[src/sv/mtep_pkg.sv]
// Shared types, constants and decode functions of the MIDI track event parser.
// Depends on nothing; used by the parser, timer, top level and checker.
`default_nettype none

package mtep_pkg;

  localparam int unsigned SPT_W   = 31;
  localparam int unsigned DELTA_W = 28;
  localparam int unsigned PROD_W  = SPT_W + DELTA_W;
  localparam int unsigned FRAC_W  = 16;

  localparam logic [SPT_W-1:0] SPT_RESET = 31'd15052800;

  localparam logic [1:0] KIND_EVENT   = 2'd0;
  localparam logic [1:0] KIND_BAD_TAG = 2'd1;
  localparam logic [1:0] KIND_END     = 2'd2;

  localparam logic [7:0] STAT_META       = 8'hFF;
  localparam logic [7:0] STAT_SYSEX      = 8'hF0;
  localparam logic [7:0] STAT_SYSEX_CONT = 8'hF7;
  localparam logic [7:0] STAT_QFRAME     = 8'hF1;
  localparam logic [7:0] STAT_SONG_POS   = 8'hF2;
  localparam logic [7:0] STAT_SONG_SEL   = 8'hF3;

  localparam logic [3:0] NIB_NOTE_OFF = 4'h8;
  localparam logic [3:0] NIB_NOTE_ON  = 4'h9;
  localparam logic [3:0] NIB_CTRL     = 4'hB;
  localparam logic [3:0] NIB_PROGRAM  = 4'hC;
  localparam logic [3:0] NIB_PRESSURE = 4'hD;
  localparam logic [3:0] NIB_PITCH    = 4'hE;

  // One parsed byte on its way to the time accumulator.
  typedef struct packed {
    logic               clr;
    logic [DELTA_W-1:0] delta;
    logic               emit;
    logic [1:0]         kind;
    logic [7:0]         status;
    logic [7:0]         data1;
    logic [7:0]         data2;
  } evt_t;

  // Expected chunk tag "MTrk".
  function automatic logic [7:0] tag_byte(input logic [1:0] idx);
    logic [7:0] t;
    case (idx)
      2'd0:    t = 8'h4D;
      2'd1:    t = 8'h54;
      2'd2:    t = 8'h72;
      default: t = 8'h6B;
    endcase
    return t;
  endfunction

  // Number of data bytes that follow a status byte.
  function automatic logic [1:0] data_len(input logic [7:0] s);
    logic [1:0] n;
    n = 2'd0;
    if (s[7:4] == NIB_PROGRAM || s[7:4] == NIB_PRESSURE) begin
      n = 2'd1;
    end else if (s[7:4] >= NIB_NOTE_OFF && s[7:4] <= NIB_PITCH) begin
      n = 2'd2;
    end else if (s == STAT_QFRAME || s == STAT_SONG_SEL) begin
      n = 2'd1;
    end else if (s == STAT_SONG_POS) begin
      n = 2'd2;
    end
    return n;
  endfunction

  function automatic logic is_reported(input logic [7:0] s);
    return s[7:4] == NIB_NOTE_OFF || s[7:4] == NIB_NOTE_ON || s[7:4] == NIB_CTRL;
  endfunction

endpackage

`default_nettype wire

[src/sv/midi_track_event_parser.sv]
// Top level of the MIDI track event parser: configuration register and the
// parser and timer stages. Depends on mtep_pkg, mtep_parser and mtep_timer.
//
//   Channel   Direction  Handshake             Payload
//   in        input      in_valid_i/in_stall_o track_byte_i, track_start_i
//   out       output     out_valid_o/out_stall_i kind_o, sample_time_o, status_byte_o,
//                                              first_data_o, second_data_o
//   cfg       input      cfg_valid_i/cfg_ready_o cfg_samples_per_tick_i
//
// One track byte is accepted every cycle while in_stall_o is low; a result passes
// through the input register, the parser's event register, the registered 28 by 31
// bit product and the saturating time add in front of the result register.
// Reset clears all parser state and sets samples per tick to 229.6875; there is
// no clearing pass. A stalled result holds its register while bytes that cause
// no result keep flowing behind it.
`default_nettype none

module midi_track_event_parser (
  input  wire logic                       clk_i,
  input  wire logic                       rst_ni,
  input  wire logic                       in_valid_i,
  output logic                            in_stall_o,
  input  wire logic [7:0]                 track_byte_i,
  input  wire logic                       track_start_i,
  output logic                            out_valid_o,
  input  wire logic                       out_stall_i,
  output logic [1:0]                      kind_o,
  output logic [31:0]                     sample_time_o,
  output logic [7:0]                      status_byte_o,
  output logic [7:0]                      first_data_o,
  output logic [7:0]                      second_data_o,
  input  wire logic                       cfg_valid_i,
  output logic                            cfg_ready_o,
  input  wire logic [mtep_pkg::SPT_W-1:0] cfg_samples_per_tick_i
);

  logic [mtep_pkg::SPT_W-1:0] spt_q;
  logic                       evt_valid, evt_ready;
  mtep_pkg::evt_t             evt;

  assign cfg_ready_o = 1'b1;

  always_ff @(posedge clk_i or negedge rst_ni) begin
    if (!rst_ni) begin
      spt_q <= mtep_pkg::SPT_RESET;
    end else if (cfg_valid_i && cfg_ready_o) begin
      spt_q <= cfg_samples_per_tick_i;
    end
  end

  mtep_parser u_parser (
    .clk_i        (clk_i),
    .rst_ni       (rst_ni),
    .in_valid_i   (in_valid_i),
    .in_stall_o   (in_stall_o),
    .track_byte_i (track_byte_i),
    .track_start_i(track_start_i),
    .evt_valid_o  (evt_valid),
    .evt_o        (evt),
    .evt_ready_i  (evt_ready)
  );

  mtep_timer u_timer (
    .clk_i        (clk_i),
    .rst_ni       (rst_ni),
    .evt_valid_i  (evt_valid),
    .evt_i        (evt),
    .evt_ready_o  (evt_ready),
    .spt_i        (spt_q),
    .out_valid_o  (out_valid_o),
    .out_stall_i  (out_stall_i),
    .kind_o       (kind_o),
    .sample_time_o(sample_time_o),
    .status_byte_o(status_byte_o),
    .first_data_o (first_data_o),
    .second_data_o(second_data_o)
  );

endmodule

`default_nettype wire

[src/sv/mtep_parser.sv]
// Byte-level track parser: input register, tag and length check, delta times,
// running status and skips. Depends on mtep_pkg; feeds mtep_timer.
`default_nettype none

module mtep_parser (
  input  wire logic          clk_i,
  input  wire logic          rst_ni,
  input  wire logic          in_valid_i,
  output logic               in_stall_o,
  input  wire logic [7:0]    track_byte_i,
  input  wire logic          track_start_i,
  output logic               evt_valid_o,
  output mtep_pkg::evt_t     evt_o,
  input  wire logic          evt_ready_i
);

  typedef enum logic [3:0] {
    PH_IDLE, PH_TAG, PH_LEN, PH_DELTA, PH_STATUS,
    PH_META_TYPE, PH_SKIP_LEN, PH_SKIP, PH_DATA
  } phase_e;

  phase_e ph_q, ph_d;
  logic [31:0] br_q, br_d;
  logic [mtep_pkg::DELTA_W-1:0] acc_q, acc_d, acc_n;
  logic [2:0]  hc_q, hc_d;
  logic [7:0]  rs_q, rs_d;
  logic        rk_q, rk_d;
  logic [7:0]  pd_q [2];
  logic [7:0]  pd_d [2];
  logic [1:0]  dn_q, dn_d;
  logic [31:0] skip_q, skip_d;

  logic        v0_q, v1_q;
  logic [7:0]  byte_q;
  logic        start_q;
  mtep_pkg::evt_t evt_q, evt_d;

  logic        ready0, ready1, fire;
  logic [1:0]  total, idx;
  logic        ev_sent;

  assign ready1      = !v1_q || evt_ready_i;
  assign ready0      = !v0_q || ready1;
  assign fire        = v0_q && ready1;
  assign in_stall_o  = !ready0;
  assign evt_valid_o = v1_q;
  assign evt_o       = evt_q;

  always_comb begin
    ph_d    = ph_q;
    br_d    = br_q;
    acc_d   = acc_q;
    hc_d    = hc_q;
    rs_d    = rs_q;
    rk_d    = rk_q;
    pd_d    = pd_q;
    dn_d    = dn_q;
    skip_d  = skip_q;
    evt_d   = '0;
    ev_sent = 1'b0;
    acc_n   = '0;
    total   = '0;
    idx     = '0;

    evt_d.clr  = start_q;
    evt_d.kind = mtep_pkg::KIND_EVENT;

    if (start_q) begin
      ph_d  = PH_TAG;
      hc_d  = '0;
      rs_d  = '0;
      rk_d  = 1'b0;
      acc_d = '0;
      dn_d  = '0;
    end

    case (ph_d)
      PH_IDLE: begin
      end
      PH_TAG: begin
        if (byte_q != mtep_pkg::tag_byte(hc_d[1:0])) begin
          ph_d       = PH_IDLE;
          evt_d.emit = 1'b1;
          evt_d.kind = mtep_pkg::KIND_BAD_TAG;
        end else begin
          if (hc_d == 3'd3) begin
            ph_d = PH_LEN;
            br_d = '0;
          end
          hc_d = hc_d + 3'd1;
        end
      end
      PH_LEN: begin
        br_d = {br_d[23:0], byte_q};
        if (hc_d == 3'd7) begin
          hc_d  = '0;
          acc_d = '0;
          ph_d  = PH_DELTA;
          if (br_d == '0) begin
            ph_d       = PH_IDLE;
            evt_d.emit = 1'b1;
            evt_d.kind = mtep_pkg::KIND_END;
          end
        end else begin
          hc_d = hc_d + 3'd1;
        end
      end
      default: begin
        br_d  = br_d - 32'd1;
        acc_n = {acc_d[mtep_pkg::DELTA_W-8:0], byte_q[6:0]};
        case (ph_d)
          PH_DELTA: begin
            acc_d = acc_n;
            if (!byte_q[7]) begin
              evt_d.delta = acc_n;
              acc_d       = '0;
              ph_d        = PH_STATUS;
            end
          end
          PH_STATUS: begin
            if (byte_q == mtep_pkg::STAT_META) begin
              rs_d = byte_q;
              rk_d = 1'b0;
              ph_d = PH_META_TYPE;
            end else if (byte_q == mtep_pkg::STAT_SYSEX ||
                         byte_q == mtep_pkg::STAT_SYSEX_CONT) begin
              rs_d  = byte_q;
              rk_d  = 1'b0;
              acc_d = '0;
              ph_d  = PH_SKIP_LEN;
            end else if (byte_q[7]) begin
              rs_d = byte_q;
              rk_d = (byte_q[7:4] != 4'hF);
              dn_d = mtep_pkg::data_len(byte_q);
              ph_d = (dn_d != '0) ? PH_DATA : PH_DELTA;
            end else if (rk_d) begin
              pd_d[0] = byte_q;
              dn_d    = mtep_pkg::data_len(rs_d) - 2'd1;
              ph_d    = (dn_d != '0) ? PH_DATA : PH_DELTA;
            end else if (rs_d == mtep_pkg::STAT_META) begin
              ph_d = PH_META_TYPE;
            end else if (rs_d == mtep_pkg::STAT_SYSEX ||
                         rs_d == mtep_pkg::STAT_SYSEX_CONT) begin
              acc_d = '0;
              ph_d  = PH_SKIP_LEN;
            end else begin
              ph_d = PH_DELTA;
            end
          end
          PH_META_TYPE: begin
            acc_d = '0;
            ph_d  = PH_SKIP_LEN;
          end
          PH_SKIP_LEN: begin
            acc_d = acc_n;
            if (!byte_q[7]) begin
              skip_d = {4'd0, acc_n};
              acc_d  = '0;
              ph_d   = (acc_n != '0) ? PH_SKIP : PH_DELTA;
            end
          end
          PH_SKIP: begin
            skip_d = skip_d - 32'd1;
            if (skip_d == '0) begin
              ph_d = PH_DELTA;
            end
          end
          PH_DATA: begin
            total = mtep_pkg::data_len(rs_d);
            idx   = (total > dn_d) ? total - dn_d : 2'd0;
            pd_d[idx[0]] = byte_q;
            dn_d  = (dn_d != '0) ? dn_d - 2'd1 : 2'd0;
            if (dn_d == '0) begin
              ph_d = PH_DELTA;
              if (rk_d && total == 2'd2 && mtep_pkg::is_reported(rs_d)) begin
                if (br_d == '0) begin
                  ph_d = PH_IDLE;
                end
                ev_sent      = 1'b1;
                evt_d.emit   = 1'b1;
                evt_d.kind   = mtep_pkg::KIND_EVENT;
                evt_d.status = rs_d;
                evt_d.data1  = pd_d[0];
                evt_d.data2  = pd_d[1];
              end
            end
          end
          default: begin
          end
        endcase
        if (!ev_sent && br_d == '0) begin
          ph_d       = PH_IDLE;
          evt_d.emit = 1'b1;
          evt_d.kind = mtep_pkg::KIND_END;
        end
      end
    endcase
  end

  always_ff @(posedge clk_i or negedge rst_ni) begin
    if (!rst_ni) begin
      ph_q    <= PH_IDLE;
      br_q    <= '0;
      acc_q   <= '0;
      hc_q    <= '0;
      rs_q    <= '0;
      rk_q    <= 1'b0;
      pd_q[0] <= '0;
      pd_q[1] <= '0;
      dn_q    <= '0;
      skip_q  <= '0;
      v0_q    <= 1'b0;
      v1_q    <= 1'b0;
      byte_q  <= '0;
      start_q <= 1'b0;
      evt_q   <= '0;
    end else begin
      if (ready0) begin
        v0_q <= in_valid_i;
        if (in_valid_i) begin
          byte_q  <= track_byte_i;
          start_q <= track_start_i;
        end
      end
      if (ready1) begin
        v1_q  <= v0_q;
        evt_q <= evt_d;
      end
      if (fire) begin
        ph_q   <= ph_d;
        br_q   <= br_d;
        acc_q  <= acc_d;
        hc_q   <= hc_d;
        rs_q   <= rs_d;
        rk_q   <= rk_d;
        pd_q   <= pd_d;
        dn_q   <= dn_d;
        skip_q <= skip_d;
      end
    end
  end

endmodule

`default_nettype wire

[src/sv/mtep_timer.sv]
// Tick-to-sample time accumulator and result register: a registered
// delta times samples-per-tick product, then a saturating add. Depends on mtep_pkg.
`default_nettype none

module mtep_timer (
  input  wire logic                       clk_i,
  input  wire logic                       rst_ni,
  input  wire logic                       evt_valid_i,
  input  wire mtep_pkg::evt_t             evt_i,
  output logic                            evt_ready_o,
  input  wire logic [mtep_pkg::SPT_W-1:0] spt_i,
  output logic                            out_valid_o,
  input  wire logic                       out_stall_i,
  output logic [1:0]                      kind_o,
  output logic [31:0]                     sample_time_o,
  output logic [7:0]                      status_byte_o,
  output logic [7:0]                      first_data_o,
  output logic [7:0]                      second_data_o
);

  localparam int unsigned PW = mtep_pkg::PROD_W;
  localparam int unsigned FW = mtep_pkg::FRAC_W;
  localparam int unsigned WW = PW - FW;

  logic          v2_q;
  logic [PW-1:0] prod_q;
  logic          clr2_q, emit2_q;
  logic [1:0]    kind2_q;
  logic [7:0]    st2_q, d1_2_q, d2_2_q;

  logic          out_valid_q;
  logic [1:0]    kind_q;
  logic [31:0]   time_q;
  logic [7:0]    st_q, d1_q, d2_q;
  logic [31:0]   abs_q, abs_d, abs_base;
  logic [FW-1:0] frac_q, frac_base;

  logic          ready_out, cons2, ready2;
  logic [FW:0]   lo_sum;
  logic [WW:0]   whole;

  assign ready_out   = !out_valid_q || !out_stall_i;
  assign cons2       = !emit2_q || ready_out;
  assign ready2      = !v2_q || cons2;
  assign evt_ready_o = ready2;

  always_comb begin
    abs_base  = clr2_q ? 32'd0 : abs_q;
    frac_base = clr2_q ? '0 : frac_q;
    lo_sum    = {1'b0, prod_q[FW-1:0]} + {1'b0, frac_base};
    whole     = (WW + 1)'(abs_base) + {1'b0, prod_q[PW-1:FW]} + (WW + 1)'(lo_sum[FW]);
    abs_d     = (whole[WW:32] != '0) ? 32'hFFFF_FFFF : whole[31:0];
  end

  always_ff @(posedge clk_i or negedge rst_ni) begin
    if (!rst_ni) begin
      v2_q        <= 1'b0;
      clr2_q      <= 1'b0;
      emit2_q     <= 1'b0;
      out_valid_q <= 1'b0;
      abs_q       <= '0;
      frac_q      <= '0;
    end else begin
      if (ready2) begin
        v2_q    <= evt_valid_i;
        clr2_q  <= evt_valid_i && evt_i.clr;
        emit2_q <= evt_valid_i && evt_i.emit;
      end
      if (out_valid_q && !out_stall_i) begin
        out_valid_q <= 1'b0;
      end
      if (v2_q && cons2) begin
        abs_q  <= abs_d;
        frac_q <= lo_sum[FW-1:0];
        if (emit2_q) begin
          out_valid_q <= 1'b1;
        end
      end
    end
  end

  always_ff @(posedge clk_i) begin
    if (ready2) begin
      prod_q  <= PW'(evt_i.delta) * PW'(spt_i);
      kind2_q <= evt_i.kind;
      st2_q   <= evt_i.status;
      d1_2_q  <= evt_i.data1;
      d2_2_q  <= evt_i.data2;
    end
    if (v2_q && emit2_q && ready_out) begin
      kind_q <= kind2_q;
      time_q <= (kind2_q == mtep_pkg::KIND_BAD_TAG) ? 32'd0 : abs_d;
      st_q   <= st2_q;
      d1_q   <= d1_2_q;
      d2_q   <= d2_2_q;
    end
  end

  assign out_valid_o   = out_valid_q;
  assign kind_o        = kind_q;
  assign sample_time_o = time_q;
  assign status_byte_o = st_q;
  assign first_data_o  = d1_q;
  assign second_data_o = d2_q;

endmodule

`default_nettype wire

[config.mk]
export PLATFORM = sky130hd
export DESIGN_NAME = midi_track_event_parser
export DESIGN_NICKNAME = d
export VERILOG_FILES = /design/src/sv/mtep_pkg.sv /design/src/sv/midi_track_event_parser.sv /design/src/sv/mtep_parser.sv /design/src/sv/mtep_timer.sv
export SDC_FILE = /design/constraint.sdc
export NUM_CORES = 2
export LEC_CHECK = 0
export ABC_CLOCK_PERIOD_IN_PS = 19310
export BUFFER_PORTS_ARGS = -buffer_cell sky130_fd_sc_hd__buf_2
export CORE_MARGIN = 2
export CORE_UTILIZATION = 35
export CTS_CLUSTER_DIAMETER = 40
export DETAILED_ROUTE_END_ITERATION = 16
export PLACE_DENSITY_LB_ADDON = 0.08
export SYNTH_ARGS = -nofsm -noshare
export SYNTH_HDL_FRONTEND = slang
export SYNTH_SLANG_ARGS = --single-unit
export TNS_END_PERCENT = 20
[constraint.sdc]
create_clock -name clk_i -period 19.31 [get_ports clk_i]
set_input_delay 0.9655 -clock clk_i [delete_from_list [all_inputs] [get_ports clk_i]]
set_output_delay 0.9655 -clock clk_i [all_outputs]
set_load 0.005 [all_outputs]
# Word-level counts from Yosys, hierarchy flattened
# Cells that the tools add are included.
# word_totals
output_inout_bits,61
in_bits,45
ff_bits,419
wordCells,272
# classes
addsub,9
order_cmp,7
n_eq_ne,42
bitwise_logic,3
n_mux,117
n_mul,1
reduce_logical,55
# ops
op,count
$mux W28,12
$mux W32,5
$eq A8 B8 Y1 const B,12
$logic_not A32 Y1,3
$mux W8,12
$pmux W32 S3,1
$pmux W28 S3,1
$mux W27,3
$pmux W32 S2,1
$sub A32 B1 Y32 const B,2
$mux W2,31
$mux W4,15
$mul A28 B31 Y59,1
$pmux W28 S2,1
$add A32 B43 Y44,1
$add A44 B1 Y44,1
$eq A4 B4 Y1 const B,8
$mux W3,10
$reduce_bool A28 Y1,1
$mux W24,1
$pmux W4 S6,1
$pmux W6 S3,1
$add A16 B16 Y17,1
$bwmux W16,1
other kinds (42),108

# Longest topological paths before layout
# depth
ltp_word,22
depth_mapped,29
depth_no_buf,26

# Hierarchy
# From an unflattened synthesis, not the netlist that was laid out.
# unflattened
hier_cells,5263
hier_area_um2,49403.6
# by_module_without_submodules
mod,cells_each,n_inst,seq_area_each_um2,area_per_inst_um2
mtep_timer,4055,1,5595.4,37861.3
mtep_parser,1141,1,4654.5,10362.4
midi_track_event_parser,67,1,785.8,1179.9

# Least setup slack after synthesis
# Ideal clock, no wire load.
# synth_path
path_kind,flip-flop to flip-flop
from,register spt_q[16] (netlist name)
to,register u_timer.prod_q[58] (data pin)
setup_time_ns,0.135
arrival_ns,7.418
slack_ns,11.757
period_less_slack_ns,7.553
path_stages_with_launch,25
required_ns,19.175
path_buffers,3
path_cell_list,dfstp_2 -> clkbuf_1 -> clkbuf_1 -> nand2_1 -> fa_1 -> fa_1 -> fa_1 -> fa_1 -> fa_1 -> inv_1 -> fa_1 -> inv_1 -> fa_1 -> inv_1 -> ha_1 -> clkbuf_1 -> a21o_1 -> a21o_1 -> a221o_1 -> a31oi_1 -> o21ai_1 -> a2111oi_0 -> nor3_1 -> or3_1 -> nand3_1
# synth_via
elab_chain_cells,1
# synth_lines
item,line_no,rtl
from (decl),midi_track_event_parser.sv:37,logic [mtep_pkg::SPT_W-1:0] spt_q;
from (signal assigned),midi_track_event_parser.sv:45,spt_q <= mtep_pkg::SPT_RESET;
from (signal assigned),midi_track_event_parser.sv:47,spt_q <= cfg_samples_per_tick_i;
$mul A28 B31 Y59,mtep_timer.sv:84,prod_q <= PW'(evt_i.delta) * PW'(spt_i);
to (signal assigned),mtep_timer.sv:84,
to (decl),mtep_timer.sv:26,logic [PW-1:0] prod_q;
# Every way passes these cells.
# A chain may end at the register's enable or synchronous reset.

# Worst setup path in the final report
# layout_path
from,"register u_parser.evt_q, in the netlist u_parser.evt_o[29]"
to,register u_timer.prod_q[58] (data pin)
# layout_via
elab_chain_cells,1
# layout_lines
item,line_no,rtl
from (decl),mtep_parser.sv:36,"mtep_pkg::evt_t evt_q, evt_d;"
from (signal assigned),mtep_parser.sv:227,evt_q <= evt_d;
$mul A28 B31 Y59,mtep_timer.sv:84,
# Every way passes these cells.

==> reports/metrics.cfg <==
[logic_synthesis]
syn_area_um2=49100
ys_types=80
ys_seq_area_share_pct=22.5
synth_edf_count=143
ys_async_sr_fraction_pct=65.3
ys.flop_type=dfrtp_1
synthesis.nets=6342
synthCells=5269
ys_warn_count=0
ys_ff_latch=412
postSynthAreaPerCell_um2=9.32

[worst_setup_path]
reg2reg_depth=23
cp_max_fo=32
required_ns=19.86
worstPathArrival_ns=9.20
crit_type=flip-flop to flip-flop
reg2reg_to=u_timer.prod_q[58]
endpoint_kind=flip-flop
start_kind=flip-flop
rrSetupSlack_ns=10.66
reg2reg_from=u_parser.evt_o[29]

[final_layout]
fin_area_um2=54600
area_delta_synth_final_pct=11.2
multiInputGateArea_um2=33400
ff_latch_area_um2=11100
num-fill-cells=14100
stdcell_count=7185
layout-drive-gt1-share_pct=8.26
fin_nets=6301

[detailed_routing]
drt_wl_total_um=145000
drtIter0Drc=2177
drt_pass1_iterations=7
drc_errors=0
ant_nets=0
viasPerCell=4.94
num_vias=35500
wl_per_cell_um=20.1

[sta]
timing.final.hold_violations=0
worst_pin_slew_ns=1.11
timing.fmax_mhz=116
drv_slew=0
finalClockSkew_ns=0.0600
setup_viol=0
rsz0062_at_grt=false
finalCritPeriodShare_pct=44.8
final.min_clock_period_ns=8.65
slew_headroom_pct=26.0
hold_ws_ns=0.239
tns_ns=0

[global_routing]
grt_remaining_overflow=0
first_global_vias=37700
grt_usage_pct=20.8
grt_max_degree=143
grt_pass1_wl_um=229000
antenna_found_initial=11

[clock_tree]
clock_latency_ns=0.72
numCtsBuffers=87
h-tree-depth=3
path_clk_slew_ns=0.05
clk_path_buf_depth=3
cts_tree=done
cts_hold_buffers=0
cts_num_sinks=412
post_cts_buffers=0
cts.repair.resized=0
cts_root_buf=clkbuf_16

[die]
core_area_um2=139000
num_rows=137
start_util_pct=35.2
die_h_um=378
ios=106
design.die.area_um2=143000
die_w_um=378

[worst_hold_path]
hold_class=input port to async pin

[flow_run]
cap_violations=0

[power_and_ir_drop]
power_density_nw_per_um2=75.7
ir_drop_mv=0.0638
p_leak_nw=26.2
fin_total_pwr_w=0.00413

[placement]
portBuffers=104
detailed_place_hpwl_um=105000
dp_cells=7015
place.gp.congestion=0.826
placed_area_um2=51400

[run_status]
status=completed

==> worst max-delay path by stage <==
stage	depth (start not counted)	from	slack [ns]	end
6_report	23	u_parser.evt_o[29]	10.66	u_timer.prod_q[58]
5_1_grt	23	u_parser.evt_o[29]	10.28	u_timer.prod_q[58]
4_1_cts	23	u_parser.evt_o[29]	10.56	u_timer.prod_q[58]
3_5_place_dp	23	u_parser.evt_o[29]	10.60	u_timer.prod_q[58]
3_3_place_gp	23	u_parser.evt_o[29]	10.61	u_timer.prod_q[58]
2_1_floorplan	24	spt_q[16]	11.76	u_timer.prod_q[58]
==> cell usage in the layout, fill, tap and decap left out, drive strengths merged, types with 19 or more instances in the layout <==
cell	n
a21o	50
nand3	61
buf	180
and3	36
xnor2	65
nor4	30
fa	755
nor2b	71
nand2	605
a22oi	19
mux2i	23
edfxtp	143
a21oi	188
ha	273
a31oi	59
a211oi	25
nor2	214
xor2	38
a22o	65
inv	941
clkbuf	104
o21ai	211
clkinv	30
nor3	62
nand2b	19
and2	453
dfrtp	261
mux2	56
==> sequential cells by signal, indices dropped and copies added (netlist names), 16 cells and up <==
name,cells
u_parser.acc_q,21
spt_q,31
u_timer.prod_q,59
u_parser.evt_o,56
u_parser.skip_q,32
u_timer.abs_q,32
u_timer.sample_time_o,32
u_parser.br_q,32
u_timer.frac_q,16
u_parser.pd_q,16
==> cell type report <==
cell class | instances | area share, %
inverters | 929 | 6.39
clock buffers | 104 | 4.22
flip-flops and latches | 412 | 20.3
diodes | 7 | 0.0321
repair buffers | 180 | 2.04
multi-input cells | 3618 | 61.2
well taps | 1876 | 4.30
clock inverters | 59 | 1.53
==> worst max-delay path: stages, from the launching register on <==
cell and delay, ns:
dfrtp_1 1.07, and2_1 0.26, fa_1 0.44, fa_1 0.49
fa_1 0.51, inv_1 0.05, fa_1 0.48, inv_1 0.05
fa_1 0.54, fa_1 0.56, inv_1 0.05, fa_1 0.48
inv_1 0.04, ha_1 0.34, a21o_1 0.18, a21o_1 0.18
a21o_1 0.20, a221o_1 0.34, a31oi_1 0.46, o21ai_1 0.29
a2111oi_0 0.81, nor3_1 0.19, or3_1 0.41, nand3_1 0.09
==> per-stage QoR <==
stage                     worst slack, ns  utilization [%]
after CTS                           10.56             39.2
after floorplan                     11.76                -
after global routing                10.28             39.2
after global placement              10.61             36.9
after detailed placement            10.60             36.9
final                               10.66             39.2
==> layer usage <==
layer / vias to the layer above / routed length [um] / GRT usage, %
met2: 662 / 65100 / 32.3
met1: 18000 / 69900 / 30.1
met4: 0 / 3030 / 5.19
li1: 16700 / - / -
met3: 152 / 6580 / 3.35
met5: - / 0 / 0
==> power breakdown <==
| group | leakage (nW) | total (W) | switching [W] | internal, W |
|---|---|---|---|---|
| registers | 5.04 | 0.00124 | 0.000155 | 0.00108 |
| logic | 19.7 | 0.00130 | 0.000830 | 0.000473 |
| clock network | 1.51 | 0.00159 | 0.000561 | 0.00103 |
==> cells by family (layout without fill, tap and decap cells) <==
group / after synthesis / in the layout / share of synthesized area [%]
buffers and inverters: 1239 / 1272 / 9.51
multiplexers: 79 / 79 / 1.75
AO/OA/AOI/OAI: 771 / 771 / 10.0
XOR/XNOR: 103 / 103 / 1.84
other: 1 / 8 / 0.00764
AND/OR/NAND/NOR: 1636 / 1636 / 16.6
adder cells (fa/ha/maj): 1028 / 1028 / 37.8
flip-flops: 412 / 412 / 22.5
==> Yosys cell counts (all sizes together), types with 16 or more instances <==
master | count | share of area [%]
a211oi | 25 | 0.38
a21o | 50 | 0.76
a21oi | 188 | 1.9
a22o | 65 | 1.2
a22oi | 19 | 0.29
a31oi | 59 | 0.75
and2 | 453 | 5.8
and3 | 36 | 0.46
clkbuf | 299 | 2.3
dfrtp | 261 | 13
edfxtp | 143 | 8.7
fa | 755 | 31
ha | 273 | 7.0
inv | 929 | 7.1
mux2 | 56 | 1.3
mux2i | 23 | 0.47
nand2 | 605 | 4.6
nand2b | 19 | 0.24
nand3 | 61 | 0.62
nand4 | 16 | 0.20
nor2 | 214 | 1.6
nor2b | 71 | 0.90
nor3 | 62 | 0.63
nor4 | 30 | 0.48
o21a | 17 | 0.26
o21ai | 211 | 2.2
o31ai | 16 | 0.25
or3 | 16 | 0.20
xnor2 | 65 | 1.2
xor2 | 38 | 0.68
(Power assumes the default switching activity.)
